File: src/rtl/ogsf_pkg.sv
// ----------------------------------------------------------------------------
// Static occupancy-grid fusion package
// Shared sizes, register indexes, request codes, cell values and the controller command.
// ----------------------------------------------------------------------------
package ogsf_pkg;

    // Grid geometry and sub-sampling.
    localparam int MAP_WIDTH    = 256;
    localparam int MAP_HEIGHT   = 256;
    localparam int SAMPLES      = 4;
    localparam int LOCAL_WIDTH  = 1024;
    localparam int LOCAL_HEIGHT = 1024;

    // Field widths.
    localparam int ADDR_W  = 16;
    localparam int VAL_W   = 8;
    localparam int CELL_W  = 10;
    localparam int CFG_W   = 32;
    localparam int THR_W   = 7;
    localparam int CIDX_W  = 3;
    localparam int STORE_DEPTH = 1 << ADDR_W;

    // Sample counter width and the widths of the fixed-point positions.
    localparam int SAMP_W = (SAMPLES > 1) ? $clog2(SAMPLES) : 1;
    localparam int IDX_W  = CELL_W + SAMP_W;
    localparam int PROD_W = IDX_W + 1 + CFG_W;
    localparam int POS_W  = PROD_W + 2;
    localparam int FRAC_W = 16;
    localparam int CRD_W  = 13;

    // Request codes.
    localparam logic REQ_LOAD = 1'b0;
    localparam logic REQ_FUSE = 1'b1;

    // Configuration register indexes.
    localparam logic [CIDX_W-1:0] CFG_STEP_COL_X = 3'd0;
    localparam logic [CIDX_W-1:0] CFG_STEP_COL_Y = 3'd1;
    localparam logic [CIDX_W-1:0] CFG_STEP_ROW_X = 3'd2;
    localparam logic [CIDX_W-1:0] CFG_STEP_ROW_Y = 3'd3;
    localparam logic [CIDX_W-1:0] CFG_START_X    = 3'd4;
    localparam logic [CIDX_W-1:0] CFG_START_Y    = 3'd5;
    localparam logic [CIDX_W-1:0] CFG_STATIC_THR = 3'd6;
    localparam logic [CIDX_W-1:0] CFG_LOCAL_THR  = 3'd7;

    // Cell values.
    localparam logic signed [VAL_W-1:0] VAL_OCCUPIED = 8'sd100;
    localparam logic signed [VAL_W-1:0] VAL_UNKNOWN  = -8'sd1;
    localparam logic signed [VAL_W-1:0] VAL_FREE     = 8'sd0;
    localparam logic [THR_W-1:0]        THR_MAX      = 7'd100;

    // Commands from the controller to the datapath.
    typedef struct packed {
        logic load_wr;
        logic capture;
        logic base_en;
        logic col_step;
        logic row_step;
        logic sample_rd;
        logic finish;
    } ogsf_cmd_t;

endpackage

File: src/rtl/ogsf_ctrl.sv
// ----------------------------------------------------------------------------
// Static occupancy-grid fusion controller
// Sequences the base computation, the sample walk and the result beat.
// ----------------------------------------------------------------------------
module ogsf_ctrl (
    input  logic               clk,
    input  logic               rst_n,
    input  logic               start,
    input  logic               req_type,
    output logic               busy,
    output logic               done,
    output ogsf_pkg::ogsf_cmd_t cmd
);
    import ogsf_pkg::*;

    localparam logic [2:0] ST_IDLE  = 3'd0;
    localparam logic [2:0] ST_SUM   = 3'd1;
    localparam logic [2:0] ST_WALK  = 3'd2;
    localparam logic [2:0] ST_DRAIN = 3'd3;
    localparam logic [2:0] ST_FIN   = 3'd4;

    localparam logic [SAMP_W-1:0] SAMP_LAST = SAMP_W'(SAMPLES - 1);

    logic [2:0]        state_reg, state_next;
    logic [SAMP_W-1:0] sx_reg, sx_next;
    logic [SAMP_W-1:0] sy_reg, sy_next;
    logic              done_reg, done_next;

    // State and counters.
    always_ff @(posedge clk or negedge rst_n)
    begin
        if (!rst_n)
        begin
            state_reg <= ST_IDLE;
            sx_reg    <= '0;
            sy_reg    <= '0;
            done_reg  <= 1'b0;
        end
        else
        begin
            state_reg <= state_next;
            sx_reg    <= sx_next;
            sy_reg    <= sy_next;
            done_reg  <= done_next;
        end
    end

    // Next state and datapath commands.
    always_comb
    begin
        state_next = state_reg;
        sx_next    = sx_reg;
        sy_next    = sy_reg;
        done_next  = 1'b0;
        cmd        = '0;
        case (state_reg)
            ST_IDLE:
            begin
                if (start)
                begin
                    if (req_type == REQ_FUSE)
                    begin
                        cmd.capture = 1'b1;
                        state_next  = ST_SUM;
                    end
                    else
                    begin
                        cmd.load_wr = 1'b1;
                    end
                end
            end
            ST_SUM:
            begin
                cmd.base_en = 1'b1;
                sx_next     = '0;
                sy_next     = '0;
                state_next  = ST_WALK;
            end
            ST_WALK:
            begin
                cmd.sample_rd = 1'b1;
                if (sx_reg == SAMP_LAST)
                begin
                    if (sy_reg == SAMP_LAST)
                    begin
                        state_next = ST_DRAIN;
                    end
                    else
                    begin
                        cmd.row_step = 1'b1;
                        sx_next      = '0;
                        sy_next      = sy_reg + 1'b1;
                    end
                end
                else
                begin
                    cmd.col_step = 1'b1;
                    sx_next      = sx_reg + 1'b1;
                end
            end
            ST_DRAIN:
            begin
                state_next = ST_FIN;
            end
            ST_FIN:
            begin
                cmd.finish = 1'b1;
                done_next  = 1'b1;
                state_next = ST_IDLE;
            end
            default:
            begin
                state_next = ST_IDLE;
            end
        endcase
    end

    assign busy = (state_reg != ST_IDLE);
    assign done = done_reg;

endmodule

File: config.mk
export PLATFORM = sky130hd
export DESIGN_NAME = ogsf_ctrl
export DESIGN_NICKNAME = d
export VERILOG_FILES = /design/src/rtl/ogsf_pkg.sv /design/src/rtl/ogsf_ctrl.sv
export SDC_FILE = /design/constraint.sdc
export NUM_CORES = 1
export LEC_CHECK = 0
export BUFFER_PORTS_ARGS = -buffer_cell sky130_fd_sc_hd__buf_2
export CAP_MARGIN = 0
export CORE_MARGIN = 1.5
export CORE_UTILIZATION = 35
export CTS_CLUSTER_DIAMETER = 120
export DETAILED_ROUTE_END_ITERATION = 10
export HOLD_SLACK_MARGIN = 0.02
export SLEW_MARGIN = 20
export SYNTH_ARGS = -nofsm -noshare
export SYNTH_HDL_FRONTEND = slang
export SYNTH_SLANG_ARGS = --single-unit
File: constraint.sdc
create_clock -name clk -period 1.75 [get_ports clk]
set_input_delay 0.35 -clock clk [delete_from_list [all_inputs] [get_ports clk]]
set_output_delay 0.35 -clock clk [all_outputs]
set_load 0.02 [all_outputs]
Yosys cells after proc, flatten, opt, wreduce, memory -nomap -nowiden

Index checks and enable logic that the tools add are counted.

Output and inout bits: 9
Register bits after elaboration: 8
Input bits: 4
Word-level logic and storage cells: 45

Muxes and demuxes: 21
Add/sub/neg operators: 2
Reductions and logical operators: 6
Equal/unequal tests: 12

Operators by type and width:

| operator                                            | count |
|---|---|
| 2-to-1 mux 3 bit                                    | 5 |
| 2-to-1 mux 2 bit                                    | 6 |
| case mux 3 bit (4 select lines)                     | 1 |
| inequality test 2 bit, second input constant        | 5 |
| case mux 2 bit (2 select lines)                     | 2 |
| 2-to-1 mux 1 bit                                    | 7 |
| equality test 3 x 2 -> 1 bit, second input constant | 2 |
| adder 2 x 1 -> 2 bit, second input constant         | 2 |
| equality test 2 bit, second input constant          | 2 |
| AND reduction 4 bit                                 | 1 |
| equality test 3 x 1 -> 1 bit, second input constant | 1 |
| equality test 3 bit, second input constant          | 1 |
| logical NOT 3 bit                                   | 1 |
| inequality test 3 bit, second input constant        | 1 |
| AND reduction 3 bit                                 | 1 |
| nonzero test 3 bit                                  | 1 |
| AND reduction 2 bit                                 | 1 |
| nonzero test 2 bit                                  | 1 |

Logic depth before layout (Yosys ltp)

Gate-level depths: netlist (run 1).

Depth in word-level cells: 4
Gate-level depth with buffers: 4
Depth with buffers taken out: 4

Worst setup path after synthesis (run 1)

OpenSTA, ideal clock, no wires.

Path type: reg-to-output
Start: register state_reg[2]
End: output cmd[5] in the netlist's numbering
Data arrival time: 1.253 ns
Cell stages (with the launch flop): 4
Path buffers: 1
Required time: 1.400 ns
Slack: 0.147 ns
Cell sequence: dfrtp_1 -> buf_4 -> or3_1 -> nor2_1

RTL lines:

| what                   | line            | source |
|---|---|---|
| from (decl)            | ogsf_ctrl.sv:24 | `logic [2:0] state_reg, state_next;` |
| from (signal assigned) | ogsf_ctrl.sv:41 | `state_reg <= state_next;` |
| to (decl)              | ogsf_ctrl.sv:12 | `output ogsf_pkg::ogsf_cmd_t cmd` |

==> impl_metrics.toml, run 1 <==
[outcome]
status = "complete, no violations"

[synth]
synth_area_leaders = "dfrtp_1 (41%), a22o_1 (7.2%), nor2_1 (5.4%)"
synth.net_count = 56
synth_compound_area_frac = 0.202
synthXorXnorAreaFrac = 0.0179
synth_area_leader_cell = "dfrtp_1"
synthTopCellsByCount = "dfrtp_1 (8), nor2_1 (7), a22o_1 (4), nand2_1 (4)"
synth_edf_count = 0
post_synth_num_cell_types = 25
yosysMostFrequentCell = "dfrtp_1"
ys_seq_elements = 8
postSynthCellCount = 50
ys_warn_count = 0
synthDominantCellAreaShare = 0.409
synthFlopType = "dfrtp_1"
synth_area_um2 = 489
synth_fa_ha_area_frac = 0.0512
yosys.area_share.simple = 0.240
synth_top_family_by_area = "simple AND/OR/NAND/NOR gates"
synth.area.mux_share = 0
synthArstFlopShare = 1.00
ys_seq_area_frac = 0.409
syn_avg_cell_area_um2 = 9.78

[power]
max-vdd-ir-drop_mv = 0.607
p_per_area_nw_per_um2 = 1660
p_leak_nw = 0.318
power_mw = 1.03

[timing]
rsz0062_at_grt = "true"
post-route-period-util = 0.965
setup_viol = 0
period_needed_ns = 1.69
slew_violations = 0
fin_worst_skew_ns = 0.00302
hold_viol = 0
fin_tns_setup_ns = 0
tightest_slew_ns = 0.292
max-slew-margin-rel = 0.805
fin_ws_ns = 0.0617
clock.fmax_mhz = 592

[worst_setup_path]
rr_endpoint = "sy_reg[0]"
slowest_delay_ns = 0.41
r2r_cells = 4
arrival_ns = 1.34
crit_chain = "ha_1 > nand2b_4 > nor2_1 > buf_2"
required_ns = 1.40
cp_slowest_cell = "dfrtp_1"
r2r_setup_slack_ns = 0.30
cp.depth = 4
crit_path_start_kind = "flip-flop"
startpoint = "sy_reg[0]"
crit_end = "cmd[2]"
critical_path_class = "reg2out"
cp_max_fo = 5
crit_family = "flip-flops"
path_buf_inv = 1
end_kind = "output pin"
rr_startpoint = "sx_reg[0]"

[clock_network]
clkSinkCount = 8
clk_latency_ns = 0.25
htreeDepth = 1
cts_root_buffer = "clkbuf_4"
post-cts-setup-buffer-count = 0
tritoncts = "done"
max-clock-path-buffers = 2
cts_buffers = 3
path_clk_slew_ns = 0.06

[place]
placed_area_um2 = 559
dp_slack_ns = 0.230
dp.final_hpwl_um = 753
io_buffers = 12
routabilityCongestion = 0.701
dp.cells = 76

[floorplan]
dieArea_um2 = 1630
die_width_um = 40.4
num_io_pins = 13
fp.dieH_um = 40.4
core_um2 = 1300
start_util = 0.376
rows = 13

[detailed_routing]
wl_per_cell_um = 12.6
drc = 0
wirelength_um = 1010
via_per_inst = 5.31
ant_nets = 0
firstDrtPassIters = 4
num_vias = 425
initialDrtViolationCount = 4

[finish]
areaGrowthSynthToFinish_pct = 26.6
final_area_um2 = 619
drive_gt1_frac = 0.400
final_nets = 73
largest_register_ffs = 3
nFillCells = 125
diodes = 0
final_cell_count_no_fill = 80

[global_routing]
grt_pass1_vias = 376
use_met3 = 0.0167
antenna_found_initial = 0
grtUsageMet1 = 0.178
grt-ovfl-total = 0
grt_max_degree = 11
use_met2 = 0.262
grt_pass1_wl_um = 1610
grt_use_total = 0.153
grt_busiest_layer = "met2"

[run]
maxCapViolCount = 0

[min_path]
hp-class = "in2async"
## repair_timing
action,4_1_cts,5_1_grt
pin swaps,0,0
resized for setup,1,7
hold endpoints to repair,8,0
endpoints found under the setup margin,2,5
hold buffers,1,0
## per-layer routing
metal	part of all wire	routed length, um	vias up
li1	-	-	207
met4	0	0	0
met1	0.43	436	201
met5	0	0	-
met2	0.50	502	17
met3	0.070	71	0
## per-stage QoR
| step | util | hold WS [ns] |
|---|---|---|
| after floorplan | - | 0.0544 |
| after global placement | 0.430 | 0.205 |
| after detailed placement | 0.430 | 0.202 |
| after CTS | 0.457 | 0.471 |
| after global routing | 0.476 | 0.486 |
| final | 0.476 | 0.466 |
## worst reg2reg max path: cells and delay by family (launching register included)
family          cells  cell delay [ns]
fa+ha+maj           1             0.34
simple gates        1             0.21
flops               1             0.39
compound gates      2             0.39
## worst min path at each step
stage | start | to | slack [ns] | cells past startpoint
after floorplan | rst_n | done | 0.05 | 0
after global placement | rst_n | state_reg[0] | 0.20 | 1
after detailed placement | rst_n | state_reg[0] | 0.20 | 1
after CTS | rst_n | state_reg[0] | 0.47 | 2
after global routing | rst_n | sy_reg[0] | 0.49 | 2
final | rst_n | done | 0.47 | 2
## where the power goes
part | switching (mW) | internal, mW | total (mW) | leakage [nW]
Combinational | 0.303 | 0.263 | 0.566 | 0.203
Clock | 0.0607 | 0.0784 | 0.139 | 0.0138
Sequential | 0.0665 | 0.254 | 0.320 | 0.102
## final cells by class
class,instances,area [um^2],share of cell area
sequential,8,203,0.327
clock buffer,3,22.5,0.0364
inverter,2,7.51,0.0121
timing repair buffer,16,95.1,0.154
multi-input combinational,36,273,0.440
tap,15,18.8,0.0303
## cell usage in the layout, fill, tap and decap left out, types with 3 or more instances in the layout
| cell type | Yosys | routed |
|---|---|---|
| a22o_1 | 4 | 4 |
| nor2_1 | 7 | 5 |
| buf_4 | 2 | 4 |
| clkbuf_4 | 0 | 3 |
| buf_2 | 1 | 11 |
| dfrtp_1 | 8 | 6 |
| nand2_1 | 4 | 4 |
## logic make-up (layout without fill, tap and decap cells)
kind of cell,after synthesis,after routing
DFF,8,8
xor gates and xnor gates,1,1
buffers and inverters,6,21
AOI/OAI and AO/OA,11,11
adders and majority gates,2,2
and+or+nand+nor,22,22
No activity file was read; power rests on OpenSTA's default activity.
==> run 2, diff against run 1 <==
--- a/config.mk
+++ b/config.mk
@@ -7,7 +7,7 @@
 export LEC_CHECK = 0
 export BUFFER_PORTS_ARGS = -buffer_cell sky130_fd_sc_hd__buf_2
 export CAP_MARGIN = 0
-export CORE_MARGIN = 1.5
+export CORE_MARGIN = 2
 export CORE_UTILIZATION = 35
 export CTS_CLUSTER_DIAMETER = 120
 export DETAILED_ROUTE_END_ITERATION = 10
==> constraint.sdc (replaced) <==
create_clock -name clk -period 1.75 [get_ports clk]
set_input_delay 0.2625 -clock clk [delete_from_list [all_inputs] [get_ports clk]]
set_output_delay 0.2625 -clock clk [all_outputs]
set_load 0.02 [all_outputs]
==> run 2 against run 1 <==
  * Final cell count down 1.3%
  * Via count down 1.9%
  * Flip-flop and latch count unchanged
  * Non-clock buffer count down 1
  * Die area up 5.0%
  * Register-to-register slack better by 0.07 ns
  * First-iteration DRC count unchanged
  * Combinational power down 12%
  * Global-route usage down 0.37 points
  * Critical endpoint is now cmd[0]
==> impl_metrics.toml, run 2 (same netlist as run 1, synthesis figures left out) <==
[global_routing]
use_met3 = 0.0532
grt_pass1_wl_um = 1580
use_met2 = 0.211
grtUsageMet1 = 0.191
grt_max_degree = 11
grt_busiest_layer = "met2"
grt_pass1_vias = 373
grt-ovfl-total = 0
antenna_found_initial = 0
grt_use_total = 0.150

[clock_network]
cts_buffers = 3
max-clock-path-buffers = 2
clkSinkCount = 8
path_clk_slew_ns = 0.05
cts_root_buffer = "clkbuf_4"
tritoncts = "done"
htreeDepth = 1
post-cts-setup-buffer-count = 0
clk_latency_ns = 0.25

[detailed_routing]
firstDrtPassIters = 3
num_vias = 417
wl_per_cell_um = 12.1
ant_nets = 0
via_per_inst = 5.28
wirelength_um = 956
drc = 0
initialDrtViolationCount = 4

[timing]
period_needed_ns = 1.65
fin_ws_ns = 0.103
hold_viol = 0
tightest_slew_ns = 0.357
fin_worst_skew_ns = 0.00489
setup_viol = 0
slew_violations = 0
post-route-period-util = 0.941
fin_tns_setup_ns = 0
max-slew-margin-rel = 0.762
rsz0062_at_grt = "false"
clock.fmax_mhz = 607

[min_path]
hp-class = "in2async"

[place]
dp_slack_ns = 0.338
placed_area_um2 = 552
dp.final_hpwl_um = 715
routabilityCongestion = 0.715
io_buffers = 12
dp.cells = 75

[finish]
largest_register_ffs = 3
final_nets = 72
final_cell_count_no_fill = 79
seq_area_um2 = 200
final_common_cell = "buf_2"
areaGrowthSynthToFinish_pct = 21.0
diodes = 0
final_area_um2 = 592
multi_input_area_um2 = 258
nFillCells = 132
drive_gt1_frac = 0.297
mostFrequentLayoutCells = "buf_2 (12), dfrtp_1 (8), nor2_1 (6)"

[floorplan]
fp.dieH_um = 41.4
dieArea_um2 = 1710
num_io_pins = 13
rows = 13
core_um2 = 1300
die_width_um = 41.4
start_util = 0.376

[power]
p_per_area_nw_per_um2 = 1640
power_uw = 973
max-vdd-ir-drop_mv = 0.597
p_leak_nw = 0.315

[worst_setup_path]
critical_path_class = "reg2out"
arrival_ns = 1.38
end_kind = "output pin"
cp_max_fo = 9
crit_path_start_kind = "flip-flop"
required_ns = 1.49

[run]
maxCapViolCount = 0

[outcome]
status = "complete, no violations"
[run 2: layout make-up]
type                       count  area share
multi-input combinational     36       0.436
sequential                     8       0.338
clock buffer                   3      0.0381
inverter                       2      0.0127
timing repair buffer          15       0.144
tap                           15      0.0317
[run 2: where the power goes]
group          total, mW  internal, mW  switching, mW
clock network      0.136        0.0782         0.0582
registers          0.338         0.252         0.0860
logic              0.498         0.232          0.267
[run 2: final timing paths]
| check | cells after the start | endpoint | slack, ns | start |
|---|---|---|---|---|
| setup / recovery | 3 | cmd[0] | 0.10 | state_reg[0] |
| hold / removal | 2 | state_reg[0] | 0.38 | rst_n |
| setup reg to reg | 4 | sy_reg[0] | 0.37 | sx_reg[0] |
| hold reg to reg | 1 | sx_reg[1] | 0.54 | sx_reg[1] |
| max in group asynchronous | 2 | sx_reg[1] | 1.20 | rst_n |
| min in group clk | 4 | state_reg[0] | 0.44 | start |
[run 2: metal layers]
metal / vias to the layer above / routed length [um]
met3: 0 / 71
met1: 194 / 462
met2: 13 / 422
met4: 0 / 0
met5: - / 0
li1: 210 / -
[run 2: metrics by stage]
step,utilization,hold WS [ns]
3_3_place_gp,0.424,0.120
3_5_place_dp,0.424,0.115
5_1_grt,0.455,0.401
2_1_floorplan,-,-0.0331
4_1_cts,0.449,0.371
6_report,0.455,0.376
[run 2: repair_timing]
| item | CTS | global route |
|---|---|---|
| hold endpoints to repair | 8 | 0 |
| hold buffers | 1 | 0 |
| resized for setup | 0 | 2 |
| setup endpoints to repair | 0 | 4 |
[run 2: worst max-delay path: stages (launching register included)]
cell and delay (ns):
dfrtp_1 0.46, buf_4 0.21, nor3b_1 0.26, buf_2 0.21
